**config.mk**
```make
export PLATFORM = sky130hd
export DESIGN_NAME = preemptive_priority_command_arbiter_unit
export DESIGN_NICKNAME = d
export VERILOG_FILES = /design/src/ppca_pkg.sv /design/src/ppca_ctrl.sv /design/src/ppca_datapath.sv /design/src/preemptive_priority_command_arbiter_unit.sv
export SDC_FILE = /design/constraint.sdc
export NUM_CORES = 1
export LEC_CHECK = 0
export BUFFER_PORTS_ARGS = -buffer_cell sky130_fd_sc_hd__buf_2
export CAP_MARGIN = 25
export CORE_MARGIN = 2
export CORE_UTILIZATION = 60
export CTS_CLUSTER_SIZE = 12
export DETAILED_ROUTE_END_ITERATION = 16
export GPL_ROUTABILITY_DRIVEN = 0
export PLACE_DENSITY = 0.8
export SYNTH_ARGS = -nofsm -noshare
export SYNTH_HDL_FRONTEND = slang
export SYNTH_SLANG_ARGS = --single-unit
export TNS_END_PERCENT = 5
```
**constraint.sdc**
```tcl
create_clock -name i_clk -period 6.75 [get_ports i_clk]
set_input_delay 1.35 -clock i_clk [delete_from_list [all_inputs] [get_ports i_clk]]
set_output_delay 1.35 -clock i_clk [all_outputs]
set_load 0.005 [all_outputs]
```
**src/ppca_pkg.sv**
```systemverilog
package ppca_pkg;

    localparam int SOURCES      = 8;
    localparam int HANDLE_WIDTH = 8;
    localparam int SRC_W        = $clog2(SOURCES);
    localparam int WIN_W        = $clog2(SOURCES + 1);
    localparam int KIND_W       = 3;

    localparam logic [WIN_W-1:0] WINNER_NONE = WIN_W'(SOURCES);

    localparam logic [KIND_W-1:0] KIND_NONE    = 3'd0;
    localparam logic [KIND_W-1:0] KIND_GOTO_XY = 3'd1;
    localparam logic [KIND_W-1:0] KIND_PATH_AN = 3'd4;
    localparam logic [KIND_W-1:0] KIND_STOP    = 3'd6;
    localparam logic [KIND_W-1:0] KIND_BAD     = 3'd7;

    typedef enum logic [3:0] {
        OP_TICK       = 4'd0,
        OP_SUBMIT     = 4'd1,
        OP_CANCEL     = 4'd2,
        OP_CANCEL_ALL = 4'd3,
        OP_PAUSE_ON   = 4'd4,
        OP_PAUSE_OFF  = 4'd5,
        OP_PAUSE_TGL  = 4'd6,
        OP_ESTOP_SET  = 4'd7,
        OP_ESTOP_CLR  = 4'd8
    } t_op;

    typedef struct packed {
        logic [3:0]              opcode;
        logic [SRC_W-1:0]        source;
        logic [KIND_W-1:0]       cmd_kind;
        logic [HANDLE_WIDTH-1:0] cmd_handle;
        logic                    preempt;
        logic                    motion_done;
        logic                    motion_tracking;
    } t_in_word;

    typedef struct packed {
        logic                    issue_valid;
        logic [KIND_W-1:0]       issue_kind;
        logic [HANDLE_WIDTH-1:0] issue_handle;
        logic [SRC_W-1:0]        issue_source;
        logic                    stop_request;
        logic                    advance_motion;
        logic [WIN_W-1:0]        winner;
        logic                    paused;
        logic                    estopped;
        logic                    idle;
    } t_out_word;

    typedef struct packed {
        logic exec;
    } t_ctl_cmd;

    typedef enum logic {
        ST_EMPTY = 1'b0,
        ST_FULL  = 1'b1
    } t_state;

endpackage

```
**src/ppca_ctrl.sv**
```systemverilog
module ppca_ctrl
    import ppca_pkg::*;
(
    input  logic     i_clk,
    input  logic     i_rst_n,
    input  logic     i_in_valid,
    output logic     o_in_ready,
    output logic     o_out_valid,
    input  logic     i_out_ready,
    output t_ctl_cmd o_cmd
);

    t_state r_state;
    t_state n_state;

    always_ff @(posedge i_clk) begin
        if (!i_rst_n) begin
            r_state <= ST_EMPTY;
        end else begin
            r_state <= n_state;
        end
    end

    always_comb begin
        o_out_valid = (r_state == ST_FULL);
        o_in_ready  = (r_state == ST_EMPTY) || i_out_ready;
        o_cmd.exec  = i_in_valid && o_in_ready;
        n_state     = r_state;
        unique case (r_state)
            ST_EMPTY: begin
                if (o_cmd.exec) n_state = ST_FULL;
            end
            ST_FULL: begin
                if (!o_cmd.exec && i_out_ready) n_state = ST_EMPTY;
            end
            default: n_state = ST_EMPTY;
        endcase
    end

endmodule

```
**src/ppca_datapath.sv**
```systemverilog
module ppca_datapath
    import ppca_pkg::*;
(
    input  logic      i_clk,
    input  logic      i_rst_n,
    input  t_ctl_cmd  i_cmd,
    input  t_in_word  i_in_word,
    output t_out_word o_out_word
);

    logic [SOURCES-1:0]      r_active;
    logic [SOURCES-1:0]      r_running;
    logic [KIND_W-1:0]       r_kind   [SOURCES];
    logic [HANDLE_WIDTH-1:0] r_handle [SOURCES];
    logic [WIN_W-1:0]        r_winner;
    logic                    r_pause;
    logic                    r_estop;
    t_out_word               r_res;

    logic [SOURCES-1:0]      n_active;
    logic [SOURCES-1:0]      n_running;
    logic [KIND_W-1:0]       n_kind   [SOURCES];
    logic [WIN_W-1:0]        n_winner;
    logic                    n_pause;
    logic                    n_estop;
    logic                    n_handle_we;
    t_out_word               n_res;

    logic                    has_best;
    logic [SRC_W-1:0]        best;
    logic [KIND_W-1:0]       best_kind;
    logic                    any_elig;
    logic [WIN_W-1:0]        src_w;

    always_comb begin
        has_best = 1'b0;
        best     = '0;
        for (int i = 0; i < SOURCES; i++) begin
            if (r_active[i] && r_kind[i] != KIND_NONE) begin
                has_best = 1'b1;
                best     = SRC_W'(i);
            end
        end
    end

    assign best_kind = r_kind[best];
    assign src_w     = WIN_W'(i_in_word.source);

    always_comb begin
        n_active    = r_active;
        n_running   = r_running;
        n_kind      = r_kind;
        n_winner    = r_winner;
        n_pause     = r_pause;
        n_estop     = r_estop;
        n_handle_we = 1'b0;
        n_res       = '0;
        any_elig    = 1'b0;

        unique case (t_op'(i_in_word.opcode))
            OP_TICK: begin
                if (r_estop || r_pause) begin
                    if (r_winner != WINNER_NONE) begin
                        n_res.stop_request = 1'b1;
                        n_winner           = WINNER_NONE;
                    end
                    n_running = '0;
                end else if (!has_best) begin
                    n_res.stop_request   = i_in_word.motion_tracking;
                    n_res.advance_motion = 1'b1;
                    n_winner             = WINNER_NONE;
                end else begin
                    if (r_winner != WIN_W'(best) || !r_running[best]) begin
                        n_res.issue_valid  = 1'b1;
                        n_res.issue_kind   = best_kind;
                        n_res.issue_handle = r_handle[best];
                        n_res.issue_source = best;
                        n_winner           = WIN_W'(best);
                        n_running[best]    = 1'b1;
                    end
                    if (best_kind == KIND_STOP) begin
                        n_active[best]  = 1'b0;
                        n_running[best] = 1'b0;
                        n_winner        = WINNER_NONE;
                    end else begin
                        n_res.advance_motion = 1'b1;
                        if (best_kind >= KIND_GOTO_XY && best_kind <= KIND_PATH_AN
                            && i_in_word.motion_done) begin
                            n_active[best]  = 1'b0;
                            n_running[best] = 1'b0;
                            n_winner        = WINNER_NONE;
                        end
                    end
                end
            end
            OP_SUBMIT: begin
                if (i_in_word.cmd_kind != KIND_BAD) begin
                    if (i_in_word.preempt) begin
                        for (int i = 0; i < SOURCES; i++) begin
                            if (SRC_W'(i) < i_in_word.source) begin
                                n_active[i]  = 1'b0;
                                n_running[i] = 1'b0;
                            end
                        end
                        if (r_winner != WINNER_NONE && r_winner < src_w) begin
                            n_winner = WINNER_NONE;
                        end
                    end
                    n_kind[i_in_word.source]    = i_in_word.cmd_kind;
                    n_active[i_in_word.source]  = 1'b1;
                    n_running[i_in_word.source] = 1'b0;
                    n_handle_we                 = 1'b1;
                end
            end
            OP_CANCEL: begin
                n_active[i_in_word.source]  = 1'b0;
                n_running[i_in_word.source] = 1'b0;
                if (r_winner == src_w) n_winner = WINNER_NONE;
            end
            OP_CANCEL_ALL: begin
                n_active  = '0;
                n_running = '0;
                n_winner  = WINNER_NONE;
            end
            OP_PAUSE_ON:  n_pause = 1'b1;
            OP_PAUSE_OFF: n_pause = 1'b0;
            OP_PAUSE_TGL: n_pause = !r_pause;
            OP_ESTOP_SET: n_estop = 1'b1;
            OP_ESTOP_CLR: n_estop = 1'b0;
            default: ;
        endcase

        for (int i = 0; i < SOURCES; i++) begin
            if (n_active[i] && n_kind[i] != KIND_NONE) any_elig = 1'b1;
        end
        n_res.winner   = n_winner;
        n_res.paused   = n_pause;
        n_res.estopped = n_estop;
        n_res.idle     = !n_pause && !n_estop && !any_elig;
    end

    always_ff @(posedge i_clk) begin
        if (!i_rst_n) begin
            r_active  <= '0;
            r_running <= '0;
            r_kind    <= '{default: KIND_NONE};
            r_winner  <= WINNER_NONE;
            r_pause   <= 1'b0;
            r_estop   <= 1'b0;
        end else if (i_cmd.exec) begin
            r_active  <= n_active;
            r_running <= n_running;
            r_kind    <= n_kind;
            r_winner  <= n_winner;
            r_pause   <= n_pause;
            r_estop   <= n_estop;
        end
    end

    always_ff @(posedge i_clk) begin
        if (i_cmd.exec) begin
            r_res <= n_res;
            if (n_handle_we) r_handle[i_in_word.source] <= i_in_word.cmd_handle;
        end
    end

    assign o_out_word = r_res;

    a_issue_no_stop: assert property (@(posedge i_clk) disable iff (!i_rst_n)
        r_res.issue_valid |-> !r_res.stop_request)
        else $error("dispatch and stop request together");

    a_issue_kind: assert property (@(posedge i_clk) disable iff (!i_rst_n)
        r_res.issue_valid |-> r_res.issue_kind != KIND_NONE)
        else $error("dispatched an empty command");

    a_issue_adv: assert property (@(posedge i_clk) disable iff (!i_rst_n)
        r_res.issue_valid |-> (r_res.advance_motion || r_res.issue_kind == KIND_STOP))
        else $error("motion step missing on dispatch");

    a_winner_active: assert property (@(posedge i_clk) disable iff (!i_rst_n)
        r_winner != WINNER_NONE |-> r_active[r_winner[SRC_W-1:0]])
        else $error("winner slot not active");

endmodule

```
**src/preemptive_priority_command_arbiter_unit.sv**
```systemverilog
// preemptive priority command arbiter
//
// input channel: i_in_valid / o_in_ready carry one command word (tick,
// submit, cancel, cancel all, pause and estop controls). output channel:
// o_out_valid / i_out_ready carry exactly one result word per command.
// each command is applied to the slot table in the cycle it is accepted
// and its result word is shown from the next cycle.
// throughput is 1 word per cycle while the receiver takes results; the
// single result register is the only buffer, so a new word is taken in
// the same cycle the held result leaves.
// when the receiver stalls, the result word holds and o_in_ready drops
// until it is taken.
// reset (synchronous, active low) clears all slot flags and kinds,
// the pause and estop flags, sets the winner to none and marks the
// result register empty; its word is kept, handles keep theirs until submitted.
// when neither paused nor estopped, ticks pick the highest active source
// with a real command, reporting dispatch, stop request and motion step.
module preemptive_priority_command_arbiter_unit
    import ppca_pkg::*;
(
    input  logic      i_clk,
    input  logic      i_rst_n,
    input  logic      i_in_valid,
    output logic      o_in_ready,
    input  t_in_word  i_in_word,
    output logic      o_out_valid,
    input  logic      i_out_ready,
    output t_out_word o_out_word
);

    t_ctl_cmd cmd;

    ppca_ctrl u_ctrl (
        .i_clk       (i_clk),
        .i_rst_n     (i_rst_n),
        .i_in_valid  (i_in_valid),
        .o_in_ready  (o_in_ready),
        .o_out_valid (o_out_valid),
        .i_out_ready (i_out_ready),
        .o_cmd       (cmd)
    );

    ppca_datapath u_datapath (
        .i_clk      (i_clk),
        .i_rst_n    (i_rst_n),
        .i_cmd      (cmd),
        .i_in_word  (i_in_word),
        .o_out_word (o_out_word)
    );

endmodule

```
# Word level (Yosys, flattened, before mapping)
# Memory sizes are Yosys's and may differ from the RTL's.
# Cells that the tools add are included.
# word_totals
register_bits	71
ramBits	64
in_bits	25
output_inout_bits	26
elab_cells	232
memories	1
# mem_list
name	depth	word_bits	rd	rd_ports_with_merged_regs	wr	line_no	text
u_datapath.r_handle	8	8	1	0	1	ppca_datapath.sv:14	logic [HANDLE_WIDTH-1:0] r_handle [SOURCES];
# classes
magnitude_cmp	18
eq_ne	15
mux	102
n_bitwise	15
n_reduce_logical	57
# ops
operator	count
8-bit 2-to-1 mux	20
8-bit case mux with 4 select lines	2
1-bit 2-to-1 mux	48
24-bit 2-to-1 mux	2
3-bit nonzero test	16
8-bit AND	5
4-bit 2-to-1 mux	10
1-bit logical AND	26
24-bit bitwise mux	1
3-bit 2-to-1 mux	7
4-bit by 3-bit equality test with 1-bit output, second input constant	4
8-bit NOT	2
8-bit bitwise OR	2
4-bit case mux with 4 select lines	1
15-bit 2-to-1 mux	1
3-bit < comparator, first input constant	4
3-bit binary-select mux with 3-bit select	1
3-bit demux with 3-bit select	1
3-bit by 1-bit greater-or-equal comparator with 1-bit output, second input constant	3
4-bit by 2-bit equality test with 1-bit output, second input constant	2
4-bit greater-or-equal comparator, second input constant	2
3-bit by 4-bit < comparator with 1-bit output, second input constant	2
3-bit NOT with 4-bit output	2
1-bit demux with 3-bit select	2
27 further kinds	41

# Longest topological paths before layout
# Gate-level depths: netlist of run 1.
# depth
word_depth	32
mapped_depth	14
depth_no_buf	10

# By module
# A second synthesis of run 1 with hierarchy kept.
# hier_totals
cells_unflattened	651
hier_area_um2	6705.2
# by_module_without_submodules
mod	n_inst	cells_each	area_each_um2	seq_area_each_um2
ppca_datapath	1	646	6647.6	3563.4
ppca_ctrl	1	5	57.6	20.0

# Least setup slack after synthesis of run 1
# Ideal clock, no wire load.
# synth_path
path_type	input to register
start	input i_out_ready
end	register u_datapath.r_kind[3] (netlist name)
setup_time_ps	116
arrival_ps	4157
required_time_ps	6634
setup_slack_ps	2477
cell_stages	8
n_path_buf	1
cell_sequence	nand2b_1 > nand2_1 > inv_1 > clkbuf_1 > nand2_1 > nor3_1 > mux2i_1 > nor2b_1
# synth_between
elab_chain_cells	2
# synth_rtl
item	line_no	text
from (decl)	preemptive_priority_command_arbiter_unit.sv:27	input logic i_out_ready,
1-bit logical OR	ppca_ctrl.sv:26	o_in_ready = (r_state == ST_EMPTY) || i_out_ready;
1-bit logical AND	ppca_ctrl.sv:27	o_cmd.exec = i_in_valid && o_in_ready;
net cmd	preemptive_priority_command_arbiter_unit.sv:31	t_ctl_cmd cmd;
to (signal assigned)	ppca_datapath.sv:153	r_kind <= n_kind;
to (decl)	ppca_datapath.sv:13	logic [KIND_W-1:0] r_kind [SOURCES];
# The timed path passes the listed nets, and every way through them passes these cells.
# A chain may end at the register's enable or synchronous reset.

# Worst setup path after layout of run 1
# layout_path
start	register u_datapath.r_kind[5] (netlist name)
end	register u_datapath.r_winner[1]
# layout_between
elab_chain_cells	16
elab_cells_between_ends	26
cone_classes	2 x order compare; 2 x eq/ne; 15 x mux; 1 x bitwise; 6 x reduce/logical
# layout_rtl
item	line_no	text
3-bit nonzero test	ppca_datapath.sv:39	if (r_active[i] && r_kind[i] != KIND_NONE) begin
1-bit logical AND	ppca_datapath.sv:39	
3-bit 2-to-1 mux (2 in a row)	ppca_datapath.sv:39	
3-bit NOT with 4-bit output (implied by the code)	ppca_datapath.sv:46	assign best_kind = r_kind[best];
3-bit binary-select mux with 3-bit select	ppca_datapath.sv:46	
3-bit 2-to-1 mux (implied by the code) (2 in a row)	ppca_datapath.sv:46	
3-bit by 1-bit greater-or-equal comparator with 1-bit output or 3-bit less-or-equal comparator (tied branches)	ppca_datapath.sv:87	if (best_kind >= KIND_GOTO_XY && best_kind <= KIND_PATH_AN
1-bit logical AND	ppca_datapath.sv:87	
1-bit logical AND	ppca_datapath.sv:88	&& i_in_word.motion_done) begin
4-bit 2-to-1 mux	ppca_datapath.sv:87	
4-bit 2-to-1 mux	ppca_datapath.sv:81	if (best_kind == KIND_STOP) begin
4-bit 2-to-1 mux (*)	ppca_datapath.sv:68	end else if (!has_best) begin
4-bit 2-to-1 mux (*)	ppca_datapath.sv:62	if (r_estop || r_pause) begin
4-bit case mux with 4 select lines (*)	ppca_datapath.sv:60	unique case (t_op'(i_in_word.opcode))
to (signal assigned)	ppca_datapath.sv:154	r_winner <= n_winner;
to (decl)	ppca_datapath.sv:15	logic [WIN_W-1:0] r_winner;
# Mark *: on every way between the ends. The rest lies on a longest branch, timed or not. The select of a mux whose other input is x is not followed.

==> run_results.csv, run 1 <==
group,metric,value,unit
outcome,status,"finished, final reports clean",
global_routing,grt_use_total,32.9,%
logic_synthesis,synth_edf_count,88,
timing,relSlewSlack,30.9,%
cells_and_area,final_nets,755,
clock_tree,clockBufferDepth,2,
global_routing,grt_antenna_before_repair,0,
pwr,ir_drop,207,uV
placement,dp.cells,845,
timing,rsz0062_at_grt,"no",
logic_synthesis,ys_seq_area_share,52.9,%
die,core.rowCount,38,
logic_synthesis,synth_cell_type_count,71,
clock_tree,clock-root-buffer,"clkbuf_16",
pwr,p_per_area,250,nW/um2
route,vias,6048,
timing,period_share,63.8,%
cells_and_area,antenna_cells,0,
die,ios,51,
critical_path,crit_start,"u_datapath.r_kind[5]",
min_path,min_path_cells,2,
logic_synthesis,synth_fp_nets,717,
clock_tree,post_cts.repair.setup_buffers,0,
global_routing,grt_max_degree,48,
logic_synthesis,postSynthAreaPerCell,9.84,um2
timing,slew_violations,0,
logic_synthesis,synth_area_leaders,"edfxtp_1, dfxtp_1, nand2_1",
logic_synthesis,ys.flop_type,"edfxtp_1",
cells_and_area,layout.cells.non_filler,880,
critical_path,start_kind,"register",
placement,hpwlAfterDp,12700,um
logic_synthesis,synth_area,6780,um2
cells_and_area,post-route-util,70.7,%
cells_and_area,drive_gt1_share,14.9,%
pwr,p_total,1930,uW
cells_and_area,final_common_cell,"nand2_1",
timing,skew,0.00789,ns
critical_path,rrSetupSlack,2.44,ns
die,die_h,110,um
critical_path,crit_type,"register to register",
die,die_w,110,um
min_path,hold_start,"u_datapath.r_pause",
critical_path,arrival,4.64,ns
cells_and_area,final_cell_mix,"nand2_1, edfxtp_1, nor2_1, buf_2",
timing,hold_violations,0,
clock_tree,post_cts_resized,0,
critical_path,crit_fanout,20,
die,initial_utilization,62.0,%
clock_tree,cts_buffers,17,
critical_path,timing.rr.end,"u_datapath.r_winner[1]",
timing,fmax,0.232,GHz
logic_synthesis,syn_inst,689,
route,drt_pass1_iterations,6,
timing,worst_pin_slew,1.03,ns
logic_synthesis,synth_seq_cells,135,
global_routing,grt-ovfl-total,0,
logic_synthesis,yosysTopAreaCell,"edfxtp_1",
placement,port-buffer-count,50,
die,die_area,12200,um2
clock_tree,hold_buffers,0,
critical_path,crit_required,7.09,ns
route,finalWirelength,19200,um
timing,fin_crit,4.31,ns
clock_tree,path_clk_slew,0.06,ns
timing,hold_slack,0.510,ns
clock_tree,clock_sinks,135,
timing,setup_viol,0,
clock_tree,cts_tree,"done",
logic_synthesis,synth_top_area_share,39.0,%
route,wire_per_inst,21.8,um
logic_synthesis,yosysWarnings,0,
critical_path,r2r.worst_path.cells,10,
min_path,hold_class,"register to register",
min_path,holdPathEnd,"u_datapath.r_pause",
global_routing,first_global_vias,5466,
global_routing,grt_pass1_wl,29300,um
cells_and_area,area_growth,14.0,%
route,final_antenna_net_count,0,
route,drt_iter0_markers,1005,
critical_path,r2r_start,"u_datapath.r_kind[5]",
clock_tree,h-tree-depth,4,
clock_tree,clock_latency,0.43,ns
timing,fin_setup_tns,0,ns
critical_path,end_kind,"register",
logic_synthesis,ys_async_sr_fraction,0,%
pwr,p_leak,0.00274,uW
die,fp.coreArea,10900,um2
flow_run,drv_cap,0,
route,drc,0,
route,viasPerCell,6.87,
==> sequential cells by signal, indices dropped and copies added (netlist names) <==
| register | count |
|---|---|
| u_datapath.r_kind | 24 |
| u_datapath.r_estop | 1 |
| u_datapath.r_handle | 64 |
| u_datapath.r_active | 8 |
| u_datapath.o_out_word | 24 |
| u_datapath.r_winner | 4 |
| u_datapath.r_pause | 1 |
| u_datapath.r_running | 8 |
| u_ctrl.o_out_valid | 1 |
==> logic make-up after synthesis <==
group	share of synthesized area, %
AO/OA/AOI/OAI	22.4
XOR/XNOR	0.388
adder cells (fa/ha/maj)	0.554
buffers and inverters	3.16
flip-flops	52.9
multiplexers	3.42
AND/OR/NAND/NOR	17.2
==> metrics by stage <==
| step | worst slack, ns | area [um2] |
|---|---|---|
| 5_1_grt | 2.22 | 7730 |
| 6_report | 2.44 | 7730 |
| 4_1_cts | 2.38 | 7690 |
| 3_5_place_dp | 2.39 | 7110 |
| 3_3_place_gp | 2.48 | 7090 |
| 2_1_floorplan | 2.48 | 6780 |
==> cells in the mapped netlist (11+ instances only) <==
cell and n:
clkbuf_1 39, nor2b_1 20, mux2i_1 22, edfxtp_1 88, a31oi_1 24, nor2_1 56, dfxtp_1 47, nor3_1 15
a21oi_1 47, nand2_1 100, a21boi_0 24, inv_1 11, nand3_1 22, o21ai_0 45
==> worst max-delay path by stage <==
stage	end	slack, ns	cells past startpoint
2_1_floorplan	u_datapath.r_kind[3]	2.48	8
3_3_place_gp	u_datapath.r_kind[7]	2.48	8
3_5_place_dp	u_datapath.o_out_word[0]	2.39	10
4_1_cts	u_datapath.o_out_word[0]	2.38	10
5_1_grt	u_datapath.r_winner[1]	2.22	10
6_report	u_datapath.r_winner[1]	2.44	10
==> critical path, stage by stage (launching register included) <==
cell      delay (ns)
dfxtp_1         0.35
o31ai_2         0.56
nand4_4         0.35
nor3_4          0.76
a211oi_1        0.28
and4_1          0.29
nand3_1         0.11
nand3_2         0.40
nor3_1          0.68
a31oi_1         0.20
a21boi_0        0.24
==> report_power, final <==
part | switching, uW | internal (uW) | leakage (uW)
registers | 10.5 | 892 | 0.00120
logic | 71.4 | 35.0 | 0.00125
clock network | 362 | 557 | 0.000292
==> per-layer routing <==
metal | share of wire (%) | GRT usage [%] | vias up
li1 | - | - | 2666
met1 | 39 | 45.5 | 2777
met2 | 44 | 47.5 | 525
met3 | 13 | 8.64 | 80
met4 | 3.7 | 17.1 | 0
met5 | 0 | 0 | -
==> layout make-up <==
class | count | area (um2)
Clock inverter | 13 | 145
Sequential cell | 135 | 3580
Tap cell | 140 | 175
Timing Repair Buffer | 62 | 354
Multi-Input combinational cell | 500 | 2980
Fill cell | 800 | 3210
Inverter | 11 | 41.3
Clock buffer | 19 | 443
(Power assumes the default switching activity.)
==> inputs of run 2 (changes only) <==
--- a/config.mk
+++ b/config.mk
@@ -5,6 +5,7 @@
 export SDC_FILE = /design/constraint.sdc
 export NUM_CORES = 1
 export LEC_CHECK = 0
+export ABC_AREA = 1
 export BUFFER_PORTS_ARGS = -buffer_cell sky130_fd_sc_hd__buf_2
 export CAP_MARGIN = 25
 export CORE_MARGIN = 2
==> constraint.sdc (replaced) <==
create_clock -name i_clk -period 4 [get_ports i_clk]
set_input_delay 0.8 -clock i_clk [delete_from_list [all_inputs] [get_ports i_clk]]
set_output_delay 0.8 -clock i_clk [all_outputs]
set_load 0.005 [all_outputs]
==> run_results.csv, run 2 <==
group,metric,value,unit
min_path,hold_class,"primary input to register",
critical_path,end_kind,"register",
timing,fin_crit,3.13,ns
global_routing,grt_antenna_before_repair,0,
clock_tree,post_cts_resized,0,
logic_synthesis,synth_edf_count,88,
logic_synthesis,synthMuxAreaShare,0.150,%
logic_synthesis,ys_seq_area_share,53.8,%
clock_tree,clock_latency,0.55,ns
logic_synthesis,synth_common_cells,"nand2_1, inv_1, edfxtp_1, nor2_1, o21ai_0",
timing,hold_slack,0.500,ns
logic_synthesis,synth_compound_area_share,17.2,%
logic_synthesis,syn_inst,744,
cells_and_area,final_nets,836,
route,drc,0,
timing,setup_viol,0,
logic_synthesis,ys.flop_type,"edfxtp_1",
route,drt_pass1_iterations,5,
logic_synthesis,yosysWarnings,0,
cells_and_area,largest_reg_flops,64,
clock_tree,cts_buffers,17,
route,viasPerCell,6.13,
logic_synthesis,synth_top_area_share,39.7,%
placement,port-buffer-count,50,
placement,dp_worst_setup_slack,0.757,ns
logic_synthesis,synth_adder_area_share,0.564,%
cells_and_area,regMostFlops,"u_datapath.r_handle",
cells_and_area,final_common_cell,"nand2_1",
outcome,status,"finished, final reports clean",
die,die_w,109,um
clock_tree,hold_buffers,0,
logic_synthesis,synth_area_leaders,"edfxtp_1, dfxtp_1, nand2_1",
pwr,ir_drop,595,uV
pwr,p_leak,0.00312,uW
cells_and_area,final_cell_mix,"nand2_1, inv_1, edfxtp_1, nor2_1, o21ai_0",
route,final_antenna_net_count,0,
critical_path,start_kind,"register",
clock_tree,cts_tree,"done",
route,drt_iter0_markers,533,
global_routing,grt_pass1_wl,28300,um
logic_synthesis,postSynthAreaPerCell,8.95,um2
logic_synthesis,synthXorXnorAreaFrac,0,%
timing,hold_violations,0,
logic_synthesis,synth_top_family_by_area,"simple AND/OR/NAND/NOR gates",
cells_and_area,area_growth,15.9,%
route,vias,5892,
logic_synthesis,yosys.area_share.simple,20.8,%
timing,slew_violations,0,
global_routing,grt_max_degree,37,
die,die_area,12000,um2
cells_and_area,antenna_cells,0,
logic_synthesis,yosysTopAreaCell,"edfxtp_1",
timing,period_share,78.3,%
die,initial_utilization,61.4,%
clock_tree,post_cts.repair.setup_buffers,0,
clock_tree,clock-root-buffer,"clkbuf_8",
timing,fin_setup_tns,0,ns
timing,finalWorstSetupSlack,0.869,ns
cells_and_area,drive_gt1_share,16.4,%
clock_tree,clock_sinks,135,
logic_synthesis,synth_seq_cells,135,
critical_path,arrival,3.42,ns
route,wire_per_inst,18.9,um
critical_path,crit_fanout,17,
timing,relSlewSlack,35.6,%
critical_path,crit_type,"register to register",
cells_and_area,post-route-util,71.2,%
critical_path,crit_required,4.29,ns
route,finalWirelength,18100,um
die,die_h,109,um
global_routing,grt_use_total,31.9,%
clock_tree,clockBufferDepth,2,
logic_synthesis,synth_cell_type_count,49,
clock_tree,path_clk_slew,0.06,ns
cells_and_area,fillCellCount,808,
global_routing,first_global_vias,5718,
global_routing,grt-ovfl-total,0,
placement,hpwlAfterDp,12200,um
pwr,p_per_area,438,nW/um2
logic_synthesis,synth_area,6660,um2
timing,worst_pin_slew,0.959,ns
flow_run,drv_cap,0,
die,core.rowCount,38,
die,fp.coreArea,10800,um2
die,ios,51,
clock_tree,h-tree-depth,4,
logic_synthesis,synth_fp_nets,772,
timing,rsz0062_at_grt,"no",
timing,skew,0.0101,ns
logic_synthesis,synth.most_common_cell,"nand2_1",
timing,fmax,0.319,GHz
logic_synthesis,ys_async_sr_fraction,0,%
[run 2: cell types whose count changed after synthesis, sizes merged, moves of 10 or more]
cell / delta
inv: +90
nor2: +30
nand2: +25
a21boi: -24
clkbuf: -24
mux2i: -21
nor2b: -20
o21ai: +19
nand4: +12
a22o: +11
a21oi: +10
nand3: +10
[run 2: worst paths after layout]
| kind | slack (ns) | cells past startpoint | start | to |
|---|---|---|---|---|
| max reg2reg | 0.87 | 16 | u_datapath.r_kind[19] | u_datapath.o_out_word[3] |
| min reg2reg | 0.51 | 2 | u_ctrl.o_out_valid | u_ctrl.o_out_valid |
| min | 0.50 | 3 | i_in_valid | u_ctrl.o_out_valid |
| max | 0.87 | 16 | u_datapath.r_kind[19] | u_datapath.o_out_word[3] |
[run 2: logic make-up after synthesis]
kind of cell,count (synthesis)
adders and majority gates,3
AOI/OAI and AO/OA,188
muxes,1
DFF,135
buffers and inverters,127
and+or+nand+nor,290
[run 2: critical path, stage by stage (launching register included)]
cell      delay (ns)
dfxtp_1         0.33
nor2_1          0.22
a21oi_2         0.10
nand2_1         0.07
nand2_1         0.07
a21oi_1         0.38
nand2_1         0.18
inv_2           0.29
nand2_1         0.11
nand3_2         0.11
o211ai_1        0.20
nand2_4         0.26
nor2_1          0.10
nand2_1         0.13
inv_1           0.07
a22oi_1         0.20
inv_1           0.06
[run 2: power by group]
part	internal, uW	switching, uW	total (uW)	leakage [uW]
combinational	68.1	149	217	0.00163
sequential	1520	20.6	1540	0.00120
clock	1020	610	1630	0.000294
[run 2: metrics by stage]
| step | std cells | power (uW) | area (um2) |
|---|---|---|---|
| floorplan | 744 | 1690 | 6660 |
| global placement | 929 | 1770 | 7100 |
| detailed placement | 929 | 1780 | 7100 |
| CTS | 961 | 3380 | 7710 |
| global route | 961 | 3480 | 7710 |
| finish | 961 | 3380 | 7710 |
[run 2: cell type report]
cell class | count | area [um2] | area share (%)
multi-input cells | 482 | 2580 | 33.5
repair buffers | 63 | 348 | 4.51
flip-flops and latches | 135 | 3580 | 46.4
clock inverters | 14 | 196 | 2.55
well taps | 140 | 175 | 2.27
clock buffers | 18 | 418 | 5.42
inverters | 109 | 412 | 5.34
[run 2: layer usage]
metal | vias up | wire length, um | track usage (%)
met4 | 0 | 711 | 15.9
met5 | - | 0 | 0
met1 | 2719 | 6980 | 38.8
li1 | 2735 | - | -
met2 | 363 | 8530 | 51.1
met3 | 75 | 1900 | 10.2
==> inputs of run 3 (changes only) <==
==> constraint.sdc (replaced) <==
create_clock -name i_clk -period 2.9 [get_ports i_clk]
set_input_delay 0.58 -clock i_clk [delete_from_list [all_inputs] [get_ports i_clk]]
set_output_delay 0.58 -clock i_clk [all_outputs]
set_load 0.005 [all_outputs]
==> run_results.csv, run 3 (synthesis results as in run 2) <==
group,metric,value,unit
flow_run,drv_cap,0,
pwr,p_total,4770,uW
cells_and_area,final_common_cell,"nand2_1",
placement,dp_worst_setup_slack,-0.0624,ns
critical_path,end_kind,"register",
global_routing,grt-ovfl-total,0,
route,drc,0,
timing,fin_setup_tns,0,ns
route,vias,6143,
cells_and_area,area_growth,21.7,%
cells_and_area,multi_input_area,2700,um2
global_routing,grt_pass1_wl,28900,um
clock_tree,clock-root-buffer,"clkbuf_8",
clock_tree,path_clk_slew,0.06,ns
critical_path,crit_type,"register to register",
global_routing,grt_max_degree,37,
timing,hold_violations,0,
critical_path,arrival,3.06,ns
cells_and_area,final_cell_mix,"nand2_1, inv_1, edfxtp_1, nor2_1, o21ai_0",
clock_tree,clock_sinks,135,
cells_and_area,drive_gt1_share,21.4,%
cells_and_area,fillCellCount,729,
timing,period_share,95.3,%
outcome,status,"finished, final reports clean",
placement,port-buffer-count,50,
timing,hold_slack,0.300,ns
placement,placed_cell_area,7290,um2
route,wire_per_inst,19.4,um
critical_path,crit_required,3.20,ns
route,final_antenna_net_count,0,
critical_path,crit_fanout,13,
route,drt_iter0_markers,837,
pwr,ir_drop,448,uV
cells_and_area,regMostFlops,"u_datapath.r_handle",
clock_tree,cts_tree,"done",
critical_path,start_kind,"register",
timing,finalWorstSetupSlack,0.135,ns
die,initial_utilization,61.4,%
global_routing,grt_use_total,32.8,%
timing,worst_pin_slew,0.945,ns
placement,hpwlAfterDp,12700,um
route,drt_pass1_iterations,9,
clock_tree,clock_latency,0.54,ns
global_routing,grt_antenna_before_repair,0,
timing,fin_crit,2.76,ns
cells_and_area,regArea,3590,um2
die,ios,51,
min_path,hold_class,"primary input to register",
timing,skew,0.00853,ns
die,die_area,12000,um2
timing,setup_viol,0,
cells_and_area,final_nets,865,
die,die_h,109,um
pwr,p_per_area,589,nW/um2
die,fp.coreArea,10800,um2
global_routing,first_global_vias,5702,
cells_and_area,antenna_cells,0,
timing,fmax,0.362,GHz
clock_tree,hold_buffers,0,
pwr,p_leak,0.00332,uW
timing,relSlewSlack,36.8,%
route,finalWirelength,19200,um
cells_and_area,fin_area,8100,um2
clock_tree,cts_buffers,17,
cells_and_area,largest_reg_flops,64,
die,core.rowCount,38,
route,viasPerCell,6.21,
timing,slew_violations,0,
clock_tree,h-tree-depth,4,
clock_tree,clockBufferDepth,2,
die,die_w,109,um
-- run 3: layout make-up --
type	count	area share, %
clock inverters	12	2.29
repair buffers	91	7.24
inverters	109	5.08
flip-flops and latches	135	44.3
multi-input cells	483	33.3
well taps	140	2.16
clock buffers	20	5.62
-- run 3: timing repair --
action	CTS	global route
buffers inserted	0	4
resized for setup	2	24
setup endpoints to repair	5	35
cloned	0	1
pin swaps	0	6
-- run 3: worst paths after layout --
| check | start | slack (ns) | cells after the start | endpoint |
|---|---|---|---|---|
| min reg2reg | u_ctrl.o_out_valid | 0.51 | 2 | u_ctrl.o_out_valid |
| min | i_in_valid | 0.30 | 3 | u_ctrl.o_out_valid |
| max | u_datapath.r_kind[0] | 0.14 | 23 | u_datapath.o_out_word[0] |
| max reg2reg | u_datapath.r_kind[0] | 0.14 | 23 | u_datapath.o_out_word[0] |
-- run 3: routing by layer --
layer	up-vias	share of wire, %	global-route usage, %	wire, um
met1	2859	37	40.0	7110
met3	102	11	9.19	2150
met5	-	0	0	0
met2	389	47	51.9	9030
li1	2793	-	-	-
met4	0	4.8	19.8	923
-- run 3: power breakdown --
part	switching [uW]	leakage (uW)	internal, uW
Clock	846	0.000313	1480
Combinational	214	0.00181	107
Sequential	31.8	0.00120	2090
-- run 3: critical path, cell delays in order, from the launching register on --
cell and delay (ns):
dfxtp_1 0.38, inv_2 0.07, nand3_4 0.12, nand2_8 0.11, nand2_4 0.16, nor2_8 0.04
inv_4 0.13, nor2_8 0.07, nand3_1 0.09, nand3_1 0.10, nor2_2 0.16, nand2_2 0.10
inv_1 0.08, nand3_1 0.09, nand2_2 0.13, nand2_8 0.11, nand3_1 0.08, nand2_1 0.05
nand2_1 0.07, nand3_1 0.08, nand2_1 0.12, nor2_1 0.06, nand2_1 0.06, inv_1 0.04
-- run 3: through the flow --
| stage | util [%] | std cells |
|---|---|---|
| 4_1_cts | 73.3 | 984 |
| 5_1_grt | 74.7 | 990 |
| 3_3_place_gp | 67.2 | 952 |
| 2_1_floorplan | - | 744 |
| 6_report | 74.7 | 990 |
| 3_5_place_dp | 67.2 | 952 |
